$ cat config.mk
export PLATFORM = sky130hd
export DESIGN_NAME = segmented_reduce_broadcast_flat
export DESIGN_NICKNAME = d
export VERILOG_FILES = /design/src/rtl/srb_pkg.sv /design/src/rtl/srb_if.sv /design/src/rtl/srb_front.sv /design/src/rtl/srb_queue.sv /design/src/rtl/srb_back.sv /design/src/rtl/segmented_reduce_broadcast.sv /design/src/flat_wrapper.sv
export SDC_FILE = /design/constraint.sdc
export NUM_CORES = 1
export LEC_CHECK = 0
export BUFFER_PORTS_ARGS = -buffer_cell sky130_fd_sc_hd__buf_2
export CAP_MARGIN = 20
export CELL_PAD_IN_SITES_DETAIL_PLACEMENT = 2
export CELL_PAD_IN_SITES_GLOBAL_PLACEMENT = 2
export CORE_ASPECT_RATIO = 1.1
export CORE_MARGIN = 5
export CORE_UTILIZATION = 39
export CTS_BUF_LIST = sky130_fd_sc_hd__clkbuf_2 sky130_fd_sc_hd__clkbuf_4 sky130_fd_sc_hd__clkbuf_8
export DETAILED_ROUTE_END_ITERATION = 16
export GPL_TIMING_DRIVEN = 1
export PLACE_DENSITY_LB_ADDON = 0.1
export SYNTH_ARGS = -nofsm -noshare
export SYNTH_HDL_FRONTEND = slang
export SYNTH_SLANG_ARGS = --single-unit
export TNS_END_PERCENT = 10
$ cat constraint.sdc
create_clock -name clk -period 3.8 [get_ports clk]
set_input_delay 0.38 -clock clk [delete_from_list [all_inputs] [get_ports clk]]
set_output_delay 0.38 -clock clk [all_outputs]
set_load 0.02 [all_outputs]
$ cat src/rtl/srb_pkg.sv
// ----------------------------------------------------------------------------
// srb_pkg
// Shared widths, operator codes and types for the segmented reduce and
// broadcast block.
// ----------------------------------------------------------------------------
package srb_pkg;

  localparam int VAL_W       = 32;  // Q16.16 element and result width
  localparam int ORDER_W     = 7;   // segment length field width
  localparam int ROOT_W      = 16;  // stated root index field width
  localparam int OP_W        = 2;   // reduction operator register width
  localparam int QUEUE_DEPTH = 4;   // burst commands between front and back

  // Reduction operator codes; the unused code folds as a sum
  typedef enum logic [OP_W-1:0] {
    OP_SUM = 2'd0,
    OP_MAX = 2'd1,
    OP_MIN = 2'd2
  } op_t;

  // One burst for the back end: a value repeated count times, or one error word
  typedef struct packed {
    logic signed [VAL_W-1:0] reduced;
    logic [ORDER_W-1:0]      count;
    logic                    error;
  } burst_t;

  // Queue status seen by both ends
  typedef struct packed {
    logic full;
    logic empty;
  } queue_stat_t;

endpackage

$ cat src/rtl/srb_if.sv
// ----------------------------------------------------------------------------
// srb_if
// Valid/ready channels of the segmented reduce and broadcast block: element
// words in, result words out.
// ----------------------------------------------------------------------------
interface srb_in_if import srb_pkg::*; ();
  logic                    valid;
  logic                    ready;
  logic signed [VAL_W-1:0] value;
  logic [ORDER_W-1:0]      seg_order;
  logic [ROOT_W-1:0]       root_index;
  logic                    vector_start;

  modport source (output valid, value, seg_order, root_index, vector_start,
                  input ready);
  modport sink   (input valid, value, seg_order, root_index, vector_start,
                  output ready);
endinterface

interface srb_out_if import srb_pkg::*; ();
  logic                    valid;
  logic                    ready;
  logic signed [VAL_W-1:0] reduced;
  logic                    last;
  logic                    error;

  modport source (output valid, reduced, last, error, input ready);
  modport sink   (input valid, reduced, last, error, output ready);
endinterface

$ cat src/rtl/srb_front.sv
// ----------------------------------------------------------------------------
// srb_front
// Accepts element words, tracks position and segment boundaries, checks the
// root index and folds each segment. Posts one burst command per finished
// or rejected segment.
// ----------------------------------------------------------------------------
module srb_front import srb_pkg::*; #(
  parameter int MAX_ORDER  = 64,
  parameter int INDEX_BITS = 16
) (
  input  logic            clk,
  input  logic            rst,
  input  logic            cfg_we,
  input  logic [OP_W-1:0] cfg_data,
  srb_in_if.sink          in_ch,
  input  queue_stat_t     q_stat,
  output logic            push,
  output burst_t          push_data
);

  logic [OP_W-1:0]         reduce_op;
  logic [INDEX_BITS-1:0]   position;
  logic [INDEX_BITS-1:0]   here;
  logic signed [VAL_W-1:0] acc;
  logic signed [VAL_W-1:0] fold_val;
  logic [ORDER_W-1:0]      seg_len;
  logic [ORDER_W-1:0]      remaining;
  logic [ORDER_W-1:0]      rem_dec;
  logic [ORDER_W-1:0]      ord_nz;
  logic [ORDER_W-1:0]      ord;
  logic                    dropping;
  logic                    accept;
  logic                    root_ok;

  // Fold one element into the running value, saturating the sum
  function automatic logic signed [VAL_W-1:0] fold(
    input logic signed [VAL_W-1:0] a,
    input logic signed [VAL_W-1:0] b,
    input logic [OP_W-1:0]         op
  );
    logic signed [VAL_W:0]   s;
    logic signed [VAL_W-1:0] r;
    s = {a[VAL_W-1], a} + {b[VAL_W-1], b};
    case (op)
      OP_MAX:  r = (a > b) ? a : b;
      OP_MIN:  r = (a < b) ? a : b;
      default: begin
        if (s[VAL_W] != s[VAL_W-1]) begin
          r = s[VAL_W] ? {1'b1, {(VAL_W-1){1'b0}}} : {1'b0, {(VAL_W-1){1'b1}}};
        end else begin
          r = s[VAL_W-1:0];
        end
      end
    endcase
    return r;
  endfunction

  // Hold the operator register
  always_ff @(posedge clk) begin
    if (rst) begin
      reduce_op <= OP_SUM;
    end else if (cfg_we) begin
      reduce_op <= cfg_data;
    end
  end

  // Classify the word in front
  assign in_ch.ready = !q_stat.full;
  assign accept      = in_ch.valid && in_ch.ready;
  assign here        = in_ch.vector_start ? '0 : position;
  assign ord_nz      = (in_ch.seg_order == '0) ? ORDER_W'(1) : in_ch.seg_order;
  assign ord         = (int'(ord_nz) > MAX_ORDER) ? ORDER_W'(MAX_ORDER) : ord_nz;
  assign root_ok     = (32'(in_ch.root_index) == 32'(here));
  assign rem_dec     = remaining - ORDER_W'(1);
  assign fold_val    = fold(acc, in_ch.value, reduce_op);

  // Post a burst when a segment completes or its root is rejected
  always_comb begin
    push      = 1'b0;
    push_data = '0;
    if (accept) begin
      if (remaining == '0) begin
        if (!root_ok) begin
          push              = 1'b1;
          push_data.count   = ORDER_W'(1);
          push_data.error   = 1'b1;
        end else if (ord == ORDER_W'(1)) begin
          push              = 1'b1;
          push_data.reduced = in_ch.value;
          push_data.count   = ORDER_W'(1);
        end
      end else if (!dropping && rem_dec == '0) begin
        push              = 1'b1;
        push_data.reduced = fold_val;
        push_data.count   = seg_len;
      end
    end
  end

  // Advance position and segment state on each accepted word
  always_ff @(posedge clk) begin
    if (rst) begin
      position  <= '0;
      acc       <= '0;
      seg_len   <= '0;
      remaining <= '0;
      dropping  <= 1'b0;
    end else if (accept) begin
      position <= here + INDEX_BITS'(1);
      if (remaining == '0) begin
        seg_len   <= ord;
        remaining <= ord - ORDER_W'(1);
        if (!root_ok) begin
          dropping <= (ord != ORDER_W'(1));
        end else begin
          dropping <= 1'b0;
          acc      <= in_ch.value;
        end
      end else begin
        remaining <= rem_dec;
        if (dropping) begin
          if (rem_dec == '0) begin
            dropping <= 1'b0;
          end
        end else begin
          acc <= fold_val;
        end
      end
    end
  end

endmodule

$ cat src/rtl/srb_queue.sv
// ----------------------------------------------------------------------------
// srb_queue
// Short ring of burst commands that decouples the front from the back.
// ----------------------------------------------------------------------------
module srb_queue import srb_pkg::*; (
  input  logic        clk,
  input  logic        rst,
  input  logic        push,
  input  burst_t      push_data,
  input  logic        pop,
  output burst_t      head,
  output queue_stat_t q_stat
);

  localparam int PTR_W = (QUEUE_DEPTH > 1) ? $clog2(QUEUE_DEPTH) : 1;
  localparam int CNT_W = $clog2(QUEUE_DEPTH + 1);

  burst_t             slots [QUEUE_DEPTH];
  logic [PTR_W-1:0]   wr_ptr;
  logic [PTR_W-1:0]   rd_ptr;
  logic [CNT_W-1:0]   fill;
  logic               do_push;
  logic               do_pop;

  assign q_stat.full  = (fill == CNT_W'(QUEUE_DEPTH));
  assign q_stat.empty = (fill == '0);
  assign do_push      = push && !q_stat.full;
  assign do_pop       = pop && !q_stat.empty;
  assign head         = slots[rd_ptr];

  // Store pushed commands
  always_ff @(posedge clk) begin
    if (do_push) begin
      slots[wr_ptr] <= push_data;
    end
  end

  // Advance pointers and fill count
  always_ff @(posedge clk) begin
    if (rst) begin
      wr_ptr <= '0;
      rd_ptr <= '0;
      fill   <= '0;
    end else begin
      if (do_push) begin
        wr_ptr <= (wr_ptr == PTR_W'(QUEUE_DEPTH - 1)) ? '0 : wr_ptr + PTR_W'(1);
      end
      if (do_pop) begin
        rd_ptr <= (rd_ptr == PTR_W'(QUEUE_DEPTH - 1)) ? '0 : rd_ptr + PTR_W'(1);
      end
      case ({do_push, do_pop})
        2'b10:   fill <= fill + CNT_W'(1);
        2'b01:   fill <= fill - CNT_W'(1);
        default: fill <= fill;
      endcase
    end
  end

endmodule

$ cat src/rtl/srb_back.sv
// ----------------------------------------------------------------------------
// srb_back
// Expands each burst command into result words, one per cycle while out_ch is ready,
// through a registered output stage.
// ----------------------------------------------------------------------------
module srb_back import srb_pkg::*; (
  input  logic        clk,
  input  logic        rst,
  input  burst_t      head,
  input  queue_stat_t q_stat,
  output logic        pop,
  srb_out_if.source   out_ch
);

  logic                    out_valid;
  logic [ORDER_W-1:0]      left;
  logic signed [VAL_W-1:0] hold_val;
  logic                    slot_free;

  assign out_ch.valid = out_valid;
  assign slot_free    = !out_valid || out_ch.ready;
  assign pop          = slot_free && (left == '0) && !q_stat.empty;

  // Track the output valid and the words left in the current burst
  always_ff @(posedge clk) begin
    if (rst) begin
      out_valid <= 1'b0;
      left      <= '0;
    end else if (slot_free) begin
      if (left != '0) begin
        out_valid <= 1'b1;
        left      <= left - ORDER_W'(1);
      end else if (!q_stat.empty) begin
        out_valid <= 1'b1;
        left      <= head.count - ORDER_W'(1);
      end else begin
        out_valid <= 1'b0;
      end
    end
  end

  // Load the result word
  always_ff @(posedge clk) begin
    if (slot_free) begin
      if (left != '0) begin
        out_ch.reduced <= hold_val;
        out_ch.last    <= (left == ORDER_W'(1));
        out_ch.error   <= 1'b0;
      end else if (!q_stat.empty) begin
        out_ch.reduced <= head.reduced;
        out_ch.last    <= (head.count == ORDER_W'(1));
        out_ch.error   <= head.error;
        hold_val       <= head.reduced;
      end
    end
  end

endmodule

$ cat src/rtl/segmented_reduce_broadcast.sv
// ----------------------------------------------------------------------------
// segmented_reduce_broadcast
// Segmented sum, maximum or minimum over a stream of Q16.16 elements, with
// the result repeated once per segment member.
// ----------------------------------------------------------------------------
// Element words enter on in_ch (valid/ready). The first word of a segment
// carries its length and stated root index; a root that disagrees with the
// running position gives one result word with error and last set, and the
// rest of that segment is swallowed. Otherwise, on the segment's last word,
// the folded value is sent on out_ch once per member, last set on the final.
// cfg_we/cfg_data write the operator: 0 sum (saturating), 1 maximum,
// 2 minimum; write it only while the block is idle.
// Throughput: one element accepted per cycle while the queue has room, one
// result word sent per cycle while out_ch is ready. A finished segment passes
// the command queue and the registered output stage; its burst follows gapless.
// A four-entry command queue sits between the folding front end and the
// expanding back end, so in_ch keeps flowing while out_ch is stalled until
// the queue fills; a stalled result word holds on out_ch.
// Reset clears position, segment state, the queue and the operator (sum).
// ----------------------------------------------------------------------------
module segmented_reduce_broadcast import srb_pkg::*; #(
  parameter int MAX_ORDER  = 64,
  parameter int INDEX_BITS = 16
) (
  input  logic            clk,
  input  logic            rst,
  input  logic            cfg_we,
  input  logic [OP_W-1:0] cfg_data,
  srb_in_if.sink          in_ch,
  srb_out_if.source       out_ch
);

  logic        push;
  logic        pop;
  burst_t      push_data;
  burst_t      head;
  queue_stat_t q_stat;

  srb_front #(
    .MAX_ORDER (MAX_ORDER),
    .INDEX_BITS(INDEX_BITS)
  ) u_front (
    .clk      (clk),
    .rst      (rst),
    .cfg_we   (cfg_we),
    .cfg_data (cfg_data),
    .in_ch    (in_ch),
    .q_stat   (q_stat),
    .push     (push),
    .push_data(push_data)
  );

  srb_queue u_queue (
    .clk      (clk),
    .rst      (rst),
    .push     (push),
    .push_data(push_data),
    .pop      (pop),
    .head     (head),
    .q_stat   (q_stat)
  );

  srb_back u_back (
    .clk   (clk),
    .rst   (rst),
    .head  (head),
    .q_stat(q_stat),
    .pop   (pop),
    .out_ch(out_ch)
  );

  // Error word is a lone, zero-valued final word
  a_error_word: assert property (@(posedge clk) disable iff (rst)
    out_ch.valid && out_ch.error |-> out_ch.last && out_ch.reduced == '0)
    else $error("error word without last or with nonzero value");

  // Never push into a full queue
  a_no_overflow: assert property (@(posedge clk) disable iff (rst)
    !(push && q_stat.full))
    else $error("burst pushed into full queue");

  // A burst runs without gaps once started
  a_burst_gapless: assert property (@(posedge clk) disable iff (rst)
    out_ch.valid && out_ch.ready && !out_ch.last |=> out_ch.valid)
    else $error("gap inside result burst");

  // Never pop an empty queue
  a_no_underflow: assert property (@(posedge clk) disable iff (rst)
    pop |-> !q_stat.empty)
    else $error("pop from empty queue");

endmodule

$ cat src/flat_wrapper.sv
// flat-port wrapper written by rule: the top's interface ports become plain ports
module segmented_reduce_broadcast_flat import srb_pkg::*;
#(
  parameter int MAX_ORDER  = 64,
  parameter int INDEX_BITS = 16
)
  (clk, rst, cfg_we, cfg_data, in_ch_valid, in_ch_value, in_ch_seg_order, in_ch_root_index, in_ch_vector_start, in_ch_ready, out_ch_valid, out_ch_reduced, out_ch_last, out_ch_error, out_ch_ready);
  srb_in_if in_ch_i ();
  srb_out_if out_ch_i ();
  input  logic clk;
  input  logic rst;
  input  logic cfg_we;
  input  logic [OP_W-1:0] cfg_data;
  input wire logic [$bits(in_ch_i.valid)-1:0] in_ch_valid;
  input wire logic [$bits(in_ch_i.value)-1:0] in_ch_value;
  input wire logic [$bits(in_ch_i.seg_order)-1:0] in_ch_seg_order;
  input wire logic [$bits(in_ch_i.root_index)-1:0] in_ch_root_index;
  input wire logic [$bits(in_ch_i.vector_start)-1:0] in_ch_vector_start;
  output wire logic [$bits(in_ch_i.ready)-1:0] in_ch_ready;
  output wire logic [$bits(out_ch_i.valid)-1:0] out_ch_valid;
  output wire logic [$bits(out_ch_i.reduced)-1:0] out_ch_reduced;
  output wire logic [$bits(out_ch_i.last)-1:0] out_ch_last;
  output wire logic [$bits(out_ch_i.error)-1:0] out_ch_error;
  input wire logic [$bits(out_ch_i.ready)-1:0] out_ch_ready;
  assign in_ch_i.valid = in_ch_valid;
  assign in_ch_i.value = in_ch_value;
  assign in_ch_i.seg_order = in_ch_seg_order;
  assign in_ch_i.root_index = in_ch_root_index;
  assign in_ch_i.vector_start = in_ch_vector_start;
  assign in_ch_ready = in_ch_i.ready;
  assign out_ch_valid = out_ch_i.valid;
  assign out_ch_reduced = out_ch_i.reduced;
  assign out_ch_last = out_ch_i.last;
  assign out_ch_error = out_ch_i.error;
  assign out_ch_i.ready = out_ch_ready;
  segmented_reduce_broadcast #(.MAX_ORDER(MAX_ORDER), .INDEX_BITS(INDEX_BITS)) u_core (.clk(clk), .rst(rst), .cfg_we(cfg_we), .cfg_data(cfg_data), .in_ch(in_ch_i), .out_ch(out_ch_i));
endmodule
==> impl_metrics.toml <==
[pwr]
power_density_mw_per_mm2 = 832
ir_drop_mv = 0.308
power.total_mw = 17.4
power_leakage_nw = 8.06

[critical_path]
worstPathMaxFanout = 4
rr_startpoint = "u_core.u_front.acc[0]$_SDFFE_PP0P_"
r2r-end = "u_core.u_queue.slots[1][38]$_DFFE_PP_"
start_kind = "flop"
critPathCaptureType = "flop"
criticalPathCategory = "reg -> reg"
crit_path_start = "u_core.u_front.acc[0]$_SDFFE_PP0P_"
crit_arrival_ns = 4.27
r2r_slack_ns = -0.07
required_ns = 4.20
rr_worst_depth = 15

[global_routing]
grt_overflow = 0
grt_pass1_wl_um = 91500
grt_pass1_vias = 15000
top_usage_layer = "met2"
grt_start_max_net_pins = 43
grtUsageTotal = 0.256
use_met2 = 0.441
met3_usage = 0.0328
use_met1 = 0.340
antenna_found_initial = 1

[timing]
worst_pin_slew_ns = 0.946
rsz0062_at_grt = "true"
min_period_ns = 3.87
period_share = 1.02
hold_viol = 0
fin_tns_setup_ns = -0.382
fmax_mhz = 258
finalSetupViolCount = 8
fin_skew_ns = 0.0328
max-slew-margin-rel = 0.370
setup_slack_ns = -0.0739
drv_slew = 0

[cts]
path_clk_slew_ns = 0.06
ctsHtreeMaxLevel = 2
clk_path_buf_depth = 3
tritoncts = "yes"
clkSinkCount = 308
cts-buffers-inserted = 53
cts_root_buf = "clkbuf_8"
worstSkewPairLatency_ns = 0.67

[detailed_routing]
num_vias = 13700
routed_wl_um = 61500
drtPass1Iterations = 7
drc_errors = 0
wl_per_cell_um = 25.4
via_per_inst = 5.66
antenna_left = 0
drt-initial-drc-count = 772

[synth]
synthArstFlopShare = 0
synth_edf_count = 226
synthesis.nets = 1644
yosysSeqAreaShare = 0.507
syn_area_per_cell_um2 = 11.1
syn-cell-area_mm2 = 0.0166
ys_seq_elements = 308
synthFlopType = "edfxtp_1"
synth_cell_types = 90
postSynthCellCount = 1498
ys_warn_count = 0

[floorplan]
fp-row-count = 79
die_w_um = 207
dieArea_mm2 = 0.0469
die-height_um = 227
initial_utilization = 0.393
num_io_pins = 99
core_area_mm2 = 0.0423

[layout]
ff_latch_area_mm2 = 0.00844
diodes = 0
fin_util = 0.496
n_fill_cell = 4362
layout.nets = 1958
multi_input_area_mm2 = 0.00799
syn2layout_area_growth_pct = 26.1
drive_gt1_frac = 0.328

[hold_path]
min_path_type = "in -> reg"
holdCritStartpoint = "in_ch_seg_order[5]"
min_to = "u_core.u_front.seg_len[5]$_SDFFE_PP0P_"
holdPathStages = 3

[job]
drv_cap = 0

[outcome]
outcome = "finished with violations"
failed_checks = "setup timing"

[placed_design]
dpl_worst_slack_ns = -0.776
dpl.hpwl_um = 42800
io_buffers = 98
gp_congestion = 0.864
==> sequential cells by signal, summed over array words and instances (netlist names), named ones only <==
signal	cells
u_core.u_queue.fill	3
u_core.u_front.remaining	7
u_core.u_front.reduce_op	2
u_core.u_front.position	16
u_core.u_front.dropping	1
u_core.u_queue.rd_ptr	2
u_core.u_back.out_ch.last	1
u_core.u_queue.slots	160
u_core.u_back.left	7
u_core.u_back.out_ch.valid	1
u_core.u_front.acc	32
u_core.u_back.out_ch.error	1
u_core.u_front.seg_len	7
u_core.u_queue.wr_ptr	2
u_core.u_back.out_ch.reduced	32
u_core.u_back.hold_val	32
==> critical path: stages, from the launching register on <==
cell and delay (ns):
dfxtp_2 0.34, ha_2 0.19, fa_2 0.21, nor2b_4 0.16
o211ai_1 0.16, buf_4 0.18, a211o_1 0.29, a211oi_2 0.24
a211oi_2 0.10, o41ai_2 0.39, buf_4 0.18, xor2_1 0.20
nand2_1 0.14, a222oi_1 0.46, o21ai_1 0.18, buf_4 0.18
==> placed cells by master, fill, tap and decap left out, types with 7 or more instances in the layout <==
| cell type | count |
|---|---|
| nand2b_1 | 9 |
| nand2_1 | 139 |
| o21ai_0 | 57 |
| xnor2_1 | 42 |
| mux2_2 | 34 |
| or3_1 | 10 |
| buf_4 | 229 |
| and2_1 | 23 |
| a311oi_1 | 19 |
| nor3_1 | 26 |
| a211oi_1 | 20 |
| mux4_2 | 40 |
| buf_2 | 98 |
| o21ai_1 | 12 |
| nor2b_1 | 28 |
| dfxtp_1 | 72 |
| edfxtp_1 | 226 |
| nor2_1 | 130 |
| nand4_1 | 10 |
| a31oi_1 | 9 |
| a21oi_1 | 88 |
| or2_2 | 8 |
| a221oi_2 | 11 |
| nand3_1 | 28 |
| o31ai_1 | 10 |
| a22oi_1 | 14 |
| clkbuf_4 | 16 |
| a221oi_1 | 7 |
| clkbuf_8 | 66 |
| nor4_1 | 9 |
| clkinv_2 | 8 |
| inv_1 | 73 |
| o21ai_2 | 8 |
| xor2_1 | 11 |
| ha_1 | 73 |
| dfxtp_2 | 10 |
==> how the worst max path moves through the flow <==
stage,end,slack (ns),depth (start not counted)
finish,u_core.u_queue.slots[1][38]$_DFFE_PP_,-0.07,15
global route,u_core.u_queue.slots[1][38]$_DFFE_PP_,-0.17,15
CTS,u_core.u_queue.slots[1][10]$_DFFE_PP_,-0.01,13
detailed placement,u_core.u_queue.slots[0][15]$_DFFE_PP_,-0.78,15
global placement,u_core.u_queue.slots[0][15]$_DFFE_PP_,-0.59,15
floorplan,u_core.u_back.hold_val[0]$_DFFE_PP_,0.19,3
==> power breakdown <==
group	leakage [nW]	switching (mW)	internal [mW]
clock network	0.637	1.50	1.94
logic	4.59	5.26	3.72
registers	2.83	0.482	4.55
==> final cells by class <==
type,instances,area share
clock inverter,19,0.00895
clock buffer,81,0.0487
timing repair buffer,337,0.112
tap,567,0.0338
inverter,76,0.0136
multi-input combinational,1036,0.381
sequential,308,0.402
==> per-layer routing <==
| layer | wire length, µm | share of wire |
|---|---|---|
| met1 | 26800 | 0.44 |
| met2 | 30500 | 0.50 |
| met3 | 2600 | 0.042 |
| met4 | 1600 | 0.026 |
| met5 | 0 | 0 |
==> metrics by stage <==
step,std cells,hold slack (ns),cell area [µm²]
floorplan,1498,0.427,16600
global placement,2300,0.442,19200
detailed placement,2300,0.457,19200
CTS,2413,0.00673,20600
global route,2424,0.0259,21000
finish,2424,0.0409,21000
==> cells in the mapped netlist, types with 5 or more instances <==
cell      count  share of area
and2_1       28          0.011
a221oi_2      6         0.0054
and3_1        7         0.0026
xnor2_1      44          0.023
nand4_1      10         0.0038
mux4_2       40          0.054
a31oi_1      10         0.0038
nor2_1      130          0.029
or3_1        10         0.0038
a311oi_1     19          0.010
or2_2         8         0.0030
nor4bb_1      5         0.0030
nand2_1     141          0.032
o21ai_0      76          0.023
nor4_1       14         0.0053
inv_1        73          0.016
mux2_2       34          0.023
ha_1         81          0.061
a211oi_1     24          0.011
a21oi_1      91          0.027
edfxtp_1    226           0.41
o211ai_1      5         0.0023
buf_2         8         0.0024
a22oi_1      15         0.0068
a222oi_1      6         0.0036
nor3_1       28         0.0084
o32ai_1       5         0.0026
clkbuf_1     57          0.013
nand3_1      28         0.0084
a22o_1        5         0.0026
dfxtp_1      82          0.099
mux2i_1       6         0.0036
a221oi_1     15         0.0079
o21bai_1      5         0.0023
nor2b_1      29          0.011
xor2_1       11         0.0058
o31ai_1      10         0.0045
nand2b_1      9         0.0034
buf_1         7         0.0016
==> logic make-up after synthesis <==
kind of cell | Yosys count | share of synthesized area
AO/OA/AOI/OAI | 344 | 0.145
XOR/XNOR | 55 | 0.0289
adder cells (fa/ha/maj) | 83 | 0.0633
buffers and inverters | 154 | 0.0370
flip-flops | 308 | 0.507
multiplexers | 80 | 0.0808
AND/OR/NAND/NOR | 474 | 0.139
==> timing repair <==
action                     CTS  global route
hold buffers                 3             0
setup endpoints to repair  121           135
hold endpoints to repair     2             0
pin swaps                    9            27
buffers inserted            10            12
resized for setup           29            64
Power figures use the tool's default switching activity.
